File: src/design/exponential_delta_nibble_codec_defines.svh
// Assertion macros for the exponential delta nibble codec.
`ifndef EXPONENTIAL_DELTA_NIBBLE_CODEC_DEFINES_SVH
`define EXPONENTIAL_DELTA_NIBBLE_CODEC_DEFINES_SVH
`ifndef ASSERT_OFF
`define EDN_ASSERT(label, clk, rst, prop) \
   label: assert property (@(posedge clk) disable iff (rst) prop) \
      else $error("edn assertion failed");
`define EDN_ASSERT_ALWAYS(label, clk, prop) \
   label: assert property (@(posedge clk) prop) \
      else $error("edn assertion failed");
`else
`define EDN_ASSERT(label, clk, rst, prop)
`define EDN_ASSERT_ALWAYS(label, clk, prop)
`endif
`endif

File: src/design/edn_pkg.sv
// Code tables and helpers for the exponential delta nibble codec.
package edn_pkg;

   typedef logic [7:0] byte_type;
   typedef logic [3:0] code_type;

   localparam int unsigned NibbleWidth = 4;
   localparam int unsigned ErrLimit    = 128;

   function automatic code_type fit_code(input byte_type diff);
      code_type code;
      case (diff) inside
         8'd0:           code = 4'h0;
         8'd1:           code = 4'h1;
         [8'd2:8'd3]:    code = 4'h2;
         [8'd4:8'd6]:    code = 4'h3;
         [8'd7:8'd12]:   code = 4'h4;
         [8'd13:8'd24]:  code = 4'h5;
         [8'd25:8'd48]:  code = 4'h6;
         [8'd49:8'd96]:  code = 4'h7;
         [8'd97:8'd159]: code = 4'h8;
         [8'd160:8'd206]: code = 4'h9;
         [8'd207:8'd230]: code = 4'ha;
         [8'd231:8'd243]: code = 4'hb;
         [8'd244:8'd249]: code = 4'hc;
         [8'd250:8'd252]: code = 4'hd;
         [8'd253:8'd254]: code = 4'he;
         default:        code = 4'hf;
      endcase
      return code;
   endfunction

   function automatic byte_type delta_of(input code_type code);
      byte_type d;
      case (code)
         4'h0:    d = 8'h00;
         4'h1:    d = 8'h01;
         4'h2:    d = 8'h02;
         4'h3:    d = 8'h04;
         4'h4:    d = 8'h08;
         4'h5:    d = 8'h10;
         4'h6:    d = 8'h20;
         4'h7:    d = 8'h40;
         4'h8:    d = 8'h80;
         4'h9:    d = 8'hc0;
         4'ha:    d = 8'he0;
         4'hb:    d = 8'hf0;
         4'hc:    d = 8'hf8;
         4'hd:    d = 8'hfc;
         4'he:    d = 8'hfe;
         default: d = 8'hff;
      endcase
      return d;
   endfunction

endpackage

File: src/design/exponential_delta_nibble_codec.sv
// Exponential delta nibble codec: 8-bit PCM to packed 4-bit codes and back.
// Latency: results are registered, visible the cycle after the item is taken.
// Throughput: one item per cycle when encoding, while rsp_ready holds; when
// decoding, a new byte waits until the two-entry result queue has drained.
// Reset (synchronous): predictor, held nibble, mode and result queue clear.
`include "exponential_delta_nibble_codec_defines.svh"
module exponential_delta_nibble_codec (
   input  logic                 clock,
   input  logic                 reset,
   input  logic                 req_valid,
   output logic                 req_ready,
   input  edn_pkg::byte_type    req_data_byte,
   input  logic                 req_stream_start,
   output logic                 rsp_valid,
   input  logic                 rsp_ready,
   output edn_pkg::byte_type    rsp_out_byte,
   output logic                 rsp_last_of_run,
   input  logic                 csr_valid,
   output logic                 csr_ready,
   input  logic                 csr_data
);
   import edn_pkg::*;

   logic       mode_ff, mode_in;
   byte_type   pred_ff, pred_in;
   code_type   pend_ff, pend_in;
   logic       have_ff, have_in;

   byte_type   q_data_ff [2];
   logic       q_last_ff [2];
   logic       wr_ptr_ff, wr_ptr_in;
   logic       rd_ptr_ff, rd_ptr_in;
   logic [1:0] count_ff, count_in;

   logic       req_fire, rsp_fire;
   logic [1:0] left_after_pop;
   logic [1:0] n_push;
   byte_type   push_data [2];
   logic       push_last [2];

   // encode path
   byte_type   enc_diff, enc_recon, enc_pred;
   code_type   enc_code0, enc_code;
   logic signed [8:0] enc_err;
   logic       enc_far;
   // decode path
   byte_type   dec_s0, dec_s1;

   assign csr_ready      = 1'b1;
   assign rsp_fire       = rsp_valid && rsp_ready;
   assign left_after_pop = count_ff - {1'b0, rsp_fire};
   assign req_ready      = (left_after_pop == 2'd0);
   assign req_fire       = req_valid && req_ready;
   assign rsp_valid      = (count_ff != 2'd0);
   assign rsp_out_byte   = q_data_ff[rd_ptr_ff];
   assign rsp_last_of_run = q_last_ff[rd_ptr_ff];

   always_comb begin
      enc_diff  = req_data_byte - pred_ff;
      enc_code0 = fit_code(enc_diff);
      enc_recon = pred_ff + delta_of(enc_code0);
      enc_err   = $signed({1'b0, req_data_byte}) - $signed({1'b0, enc_recon});
      enc_far   = (enc_err > $signed(9'(ErrLimit))) || (enc_err < -$signed(9'(ErrLimit)));
      enc_code  = enc_code0;
      if (enc_far) begin
         if (req_data_byte < pred_ff) begin
            enc_code = enc_code0 + 4'd1;
         end else begin
            enc_code = enc_code0 - 4'd1;
         end
      end
      enc_pred = pred_ff + delta_of(enc_code);
      dec_s0   = pred_ff + delta_of(req_data_byte[7:NibbleWidth]);
      dec_s1   = dec_s0 + delta_of(req_data_byte[NibbleWidth-1:0]);
   end

   always_comb begin
      mode_in      = mode_ff;
      pred_in      = pred_ff;
      pend_in      = pend_ff;
      have_in      = have_ff;
      n_push       = 2'd0;
      push_data[0] = req_data_byte;
      push_data[1] = dec_s1;
      push_last[0] = 1'b1;
      push_last[1] = 1'b1;
      if (csr_valid && csr_ready) begin
         mode_in = csr_data;
      end
      if (req_fire) begin
         if (req_stream_start) begin
            pred_in = req_data_byte;
            pend_in = '0;
            have_in = 1'b0;
            n_push  = 2'd1;
         end else if (mode_ff) begin
            pred_in      = dec_s1;
            push_data[0] = dec_s0;
            push_last[0] = 1'b0;
            n_push       = 2'd2;
         end else if (!have_ff) begin
            pred_in = enc_pred;
            pend_in = enc_code;
            have_in = 1'b1;
         end else begin
            pred_in      = enc_pred;
            pend_in      = '0;
            have_in      = 1'b0;
            push_data[0] = {pend_ff, enc_code};
            n_push       = 2'd1;
         end
      end
      count_in  = left_after_pop + n_push;
      rd_ptr_in = rd_ptr_ff ^ rsp_fire;
      wr_ptr_in = wr_ptr_ff ^ n_push[0];
   end

   always_ff @(posedge clock) begin
      if (reset) begin
         mode_ff   <= 1'b0;
         pred_ff   <= '0;
         pend_ff   <= '0;
         have_ff   <= 1'b0;
         wr_ptr_ff <= 1'b0;
         rd_ptr_ff <= 1'b0;
         count_ff  <= 2'd0;
      end else begin
         mode_ff   <= mode_in;
         pred_ff   <= pred_in;
         pend_ff   <= pend_in;
         have_ff   <= have_in;
         wr_ptr_ff <= wr_ptr_in;
         rd_ptr_ff <= rd_ptr_in;
         count_ff  <= count_in;
      end
   end

   always_ff @(posedge clock) begin
      if (n_push != 2'd0) begin
         q_data_ff[wr_ptr_ff] <= push_data[0];
         q_last_ff[wr_ptr_ff] <= push_last[0];
      end
      if (n_push == 2'd2) begin
         q_data_ff[~wr_ptr_ff] <= push_data[1];
         q_last_ff[~wr_ptr_ff] <= push_last[1];
      end
   end

   `EDN_ASSERT_ALWAYS(a_count_bound, clock, reset || (count_ff <= 2'd2))
   `EDN_ASSERT(a_decode_fills, clock, reset, req_fire && !req_stream_start && mode_ff |=> count_ff == 2'd2)
   `EDN_ASSERT(a_half_held, clock, reset, req_fire && !req_stream_start && !mode_ff && !have_ff |=> have_ff)
   `EDN_ASSERT(a_ptr_gap, clock, reset, (count_ff == 2'd1) |-> (wr_ptr_ff != rd_ptr_ff))

endmodule

File: config.mk
export PLATFORM = sky130hd
export DESIGN_NAME = exponential_delta_nibble_codec
export DESIGN_NICKNAME = d
export VERILOG_FILES = /design/src/design/edn_pkg.sv /design/src/design/exponential_delta_nibble_codec.sv
export VERILOG_INCLUDE_DIRS = /design/src /design/src/design
export SDC_FILE = /design/constraint.sdc
export NUM_CORES = 1
export LEC_CHECK = 0
export CAP_MARGIN = 10
export CORE_MARGIN = 2
export CORE_UTILIZATION = 25
export CTS_BUF_LIST = sky130_fd_sc_hd__clkbuf_8
export DETAILED_ROUTE_END_ITERATION = 12
export DONT_BUFFER_PORTS = 1
export HOLD_SLACK_MARGIN = 0.02
export PLACE_DENSITY = 0.47
export SETUP_SLACK_MARGIN = 0.4
export SYNTH_ARGS = -nofsm -noshare
export SYNTH_HDL_FRONTEND = slang
export SYNTH_SLANG_ARGS = --single-unit
File: constraint.sdc
create_clock -name clock -period 12.95 [get_ports clock]
set_input_delay 2.59 -clock clock [delete_from_list [all_inputs] [get_ports clock]]
set_output_delay 2.59 -clock clock [all_outputs]
set_load 0.02 [all_outputs]
==> impl_metrics.yaml <==
clock_tree:
  cts_tree: "yes"
  cts_max_path_buffers: 2
  clk_pin_slew_worst_paths_ns: 0.08
  ctsHtreeMaxLevel: 2
  cts.hold.buffers_added: 0
  cts_root_buffer: "sky130_fd_sc_hd__clkbuf_8"
  worstSkewPairLatency_ns: 0.30
  clock_sinks: 36
  tritoncts.num_buffers: 5
sta:
  grt_setup_unrepaired: "false"
  max_slew.worst_pin.slew_ns: 0.836
  min_period_ns: 11.68
  clock_skew_ns: 0.0125
  slew_viol_final: 0
  fin_tns_setup_ns: 0
  timing.fmax_mhz: 85.6
  slew_headroom_pct: 44.3
  final.period_utilization_pct: 90.2
  report.final.hold_viol_count: 0
  final.hold.worst_slack_ns: 0.453
  final-setup-viol-count: 0
setup_path:
  crit_path_frequent_cell: "sky130_fd_sc_hd__a21oi_1"
  worstSetupEndpointType: "register"
  max_stage_delay_ns: 0.53
  start_kind: "primary input"
  worst-setup-path-type: "primary input to register"
  worst_setup_path_startpoint: "req_data_byte[0]"
  critPathSlowestCell: "sky130_fd_sc_hd__o32ai_4"
  worst-path-max-fanout: 12
  cp.arrival_ns: 11.88
  cp_data_required_time_ns: 13.14
  worstReg2RegStart: "pred_ff[1]"
synth:
  synth_sequential_area_ratio_pct: 18.2
  synth_top_cell_by_area: "sky130_fd_sc_hd__ha_1"
  synth_enable_flop_cells: 16
  synth.top_cell.area_share_pct: 13.2
  postSynthNetCount: 704
  synth_common_cells: "sky130_fd_sc_hd__a21oi_1, sky130_fd_sc_hd__nor2_1, sky130_fd_sc_hd__ha_1"
  synth.distinct_cells: 71
  synth-async-reset-ratio_pct: 0
  synthesis.yosys.warnings: 0
  synth_seq_cells: 36
  synth.top_cells.by_area: "sky130_fd_sc_hd__ha_1, sky130_fd_sc_hd__edfxtp_1, sky130_fd_sc_hd__dfxtp_1, sky130_fd_sc_hd__a21oi_1, sky130_fd_sc_hd__nor2_1"
  mean_cell_area_of_the_mapped_netlist_um2: 7.69
  dominantRegCellSynth: "sky130_fd_sc_hd__dfxtp_1"
  post-synth-top-count-cell: "sky130_fd_sc_hd__a21oi_1"
  postSynthCellCount: 631
  synth.cell_area_um2: 4850
route:
  drt_first_pass_iters: 5
  route.detailed.wl_per_inst_um: 15.8
  post_detailed_route_count_of_antenna_violating_nets: 0
  dr_total_vias: 4441
  detailedRoute.firstIterationViolations: 283
  drc: 0
  detail_route.wirelength_um: 13900
  drt-vias-per-instance: 5.07
floorplanning:
  fp-row-count: 50
  die_w_um: 143
  core-area_um2: 18900
  io_pins: 27
  start_util_pct: 25.7
  die_height_um: 143
  design.die.area_um2: 20500
final_layout:
  ff_latch_area_um2: 881
  nNetsFinal: 688
  multi_input_comb_area_um2: 3720
  filler_cells_inserted: 2099
  fin_area_um2: 5200
  area_growth_pct: 7.25
  num_antenna_cells: 0
  instances_no_fill: 876
  drive_above_1_share_pct: 6.98
grt:
  overflow: 0
  grt.total_usage_pct: 13.7
  grt_antenna_before_repair: 0
  first_global_vias: 4301
  first_pass_grt_wire_length_um: 22400
  maximum_number_of_pins_on_one_net_before_global_route_repair: 20
placed_design:
  gp_congestion: 0.869
  io_buffers: 0
  placed_cell_area_um2: 5090
  dp.final_hpwl_um: 11100
  place.detailed.instances: 868
worst_hold_path:
  timing.hold.worst.class: "register to register"
  hold_path.startpoint: "pend_ff[0]"
run_status:
  outcome: "finished, final reports clean"
run:
  cap_violations: 0
==> per-layer routing <==
layer | global-route usage (%) | up-vias | part of all wire, %
li1 | - | 2241 | -
met1 | 18.0 | 2072 | 46
met2 | 24.2 | 112 | 48
met3 | 1.47 | 16 | 4.5
met4 | 3.20 | 0 | 1.6
met5 | 0 | - | 0
==> worst max-delay path: cells and delay by family <==
kind / cells / cell delay (ns)
AOI/OAI and AO/OA: 19 / 3.64
adders and majority gates: 7 / 2.20
and+or+nand+nor: 12 / 2.12
xor gates and xnor gates: 3 / 0.79
buffers and inverters: 4 / 0.55
==> path summary, 6_finish.rpt <==
path	to	slack, ns	cells past startpoint
worst max-delay path	pred_ff[6]	1.27	45
worst min-delay path	pend_ff[0]	0.45	2
worst max register to register	pred_ff[6]	3.23	43
worst min register to register	pend_ff[0]	0.45	2
==> cell families after synthesis <==
logic type / count (synthesis) / synth area share (%)
xor gates and xnor gates: 45 / 8.51
other: 1 / 0.0773
adders and majority gates: 58 / 16.0
buffers and inverters: 62 / 5.18
muxes: 19 / 4.23
and+or+nand+nor: 209 / 20.6
AOI/OAI and AO/OA: 201 / 27.3
DFF: 36 / 18.2
==> final cells by class <==
cell class / instances / area share (%)
Clock inverter: 3 / 0.745
Sequential cell: 36 / 16.9
Clock buffer: 5 / 1.32
Multi-Input combinational cell: 533 / 71.6
Inverter: 35 / 2.62
Tap cell: 260 / 6.25
Timing Repair Buffer: 4 / 0.577
==> sequential cells by signal, summed over array words and instances (netlist names) <==
register	count
rd_ptr_ff	1
have_ff	1
pend_ff	4
q_data_ff	16
mode_ff	1
count_ff	2
wr_ptr_ff	1
q_last_ff	2
pred_ff	8
==> cells in the final DEF, fill, tap and decap left out, drive strengths merged, types with 4 or more instances in the layout <==
cell type,count
a211o,5
a211oi,18
a21o,12
a21oi,79
a221oi,7
and2,6
and3,6
buf,4
clkbuf,5
dfxtp,20
edfxtp,16
fa,7
ha,51
inv,34
mux2,12
mux2i,7
nand2,49
nand2b,13
nand3,16
nor2,77
nor2b,5
nor3,11
nor3b,4
o21a,7
o21ai,34
o21bai,8
o22ai,4
or2,6
xnor2,26
xor2,19
==> timing repair <==
| item | CTS | global route |
|---|---|---|
| setup endpoints to repair | 0 | 2 |
| resized for setup | 0 | 1 |
| setup buffers | 0 | 0 |
==> through the flow <==
stage                     utilization [%]  setup slack [ns]
after detailed placement             27.0             0.961
after CTS                            27.5              1.22
final                                27.5              1.27
after global placement               27.0             0.985
after global routing                 27.5             0.424
after floorplan                         -              2.00
Power is not shown: default switching activity piles up to over one toggle a cycle in this logic, so the estimate is an artifact.
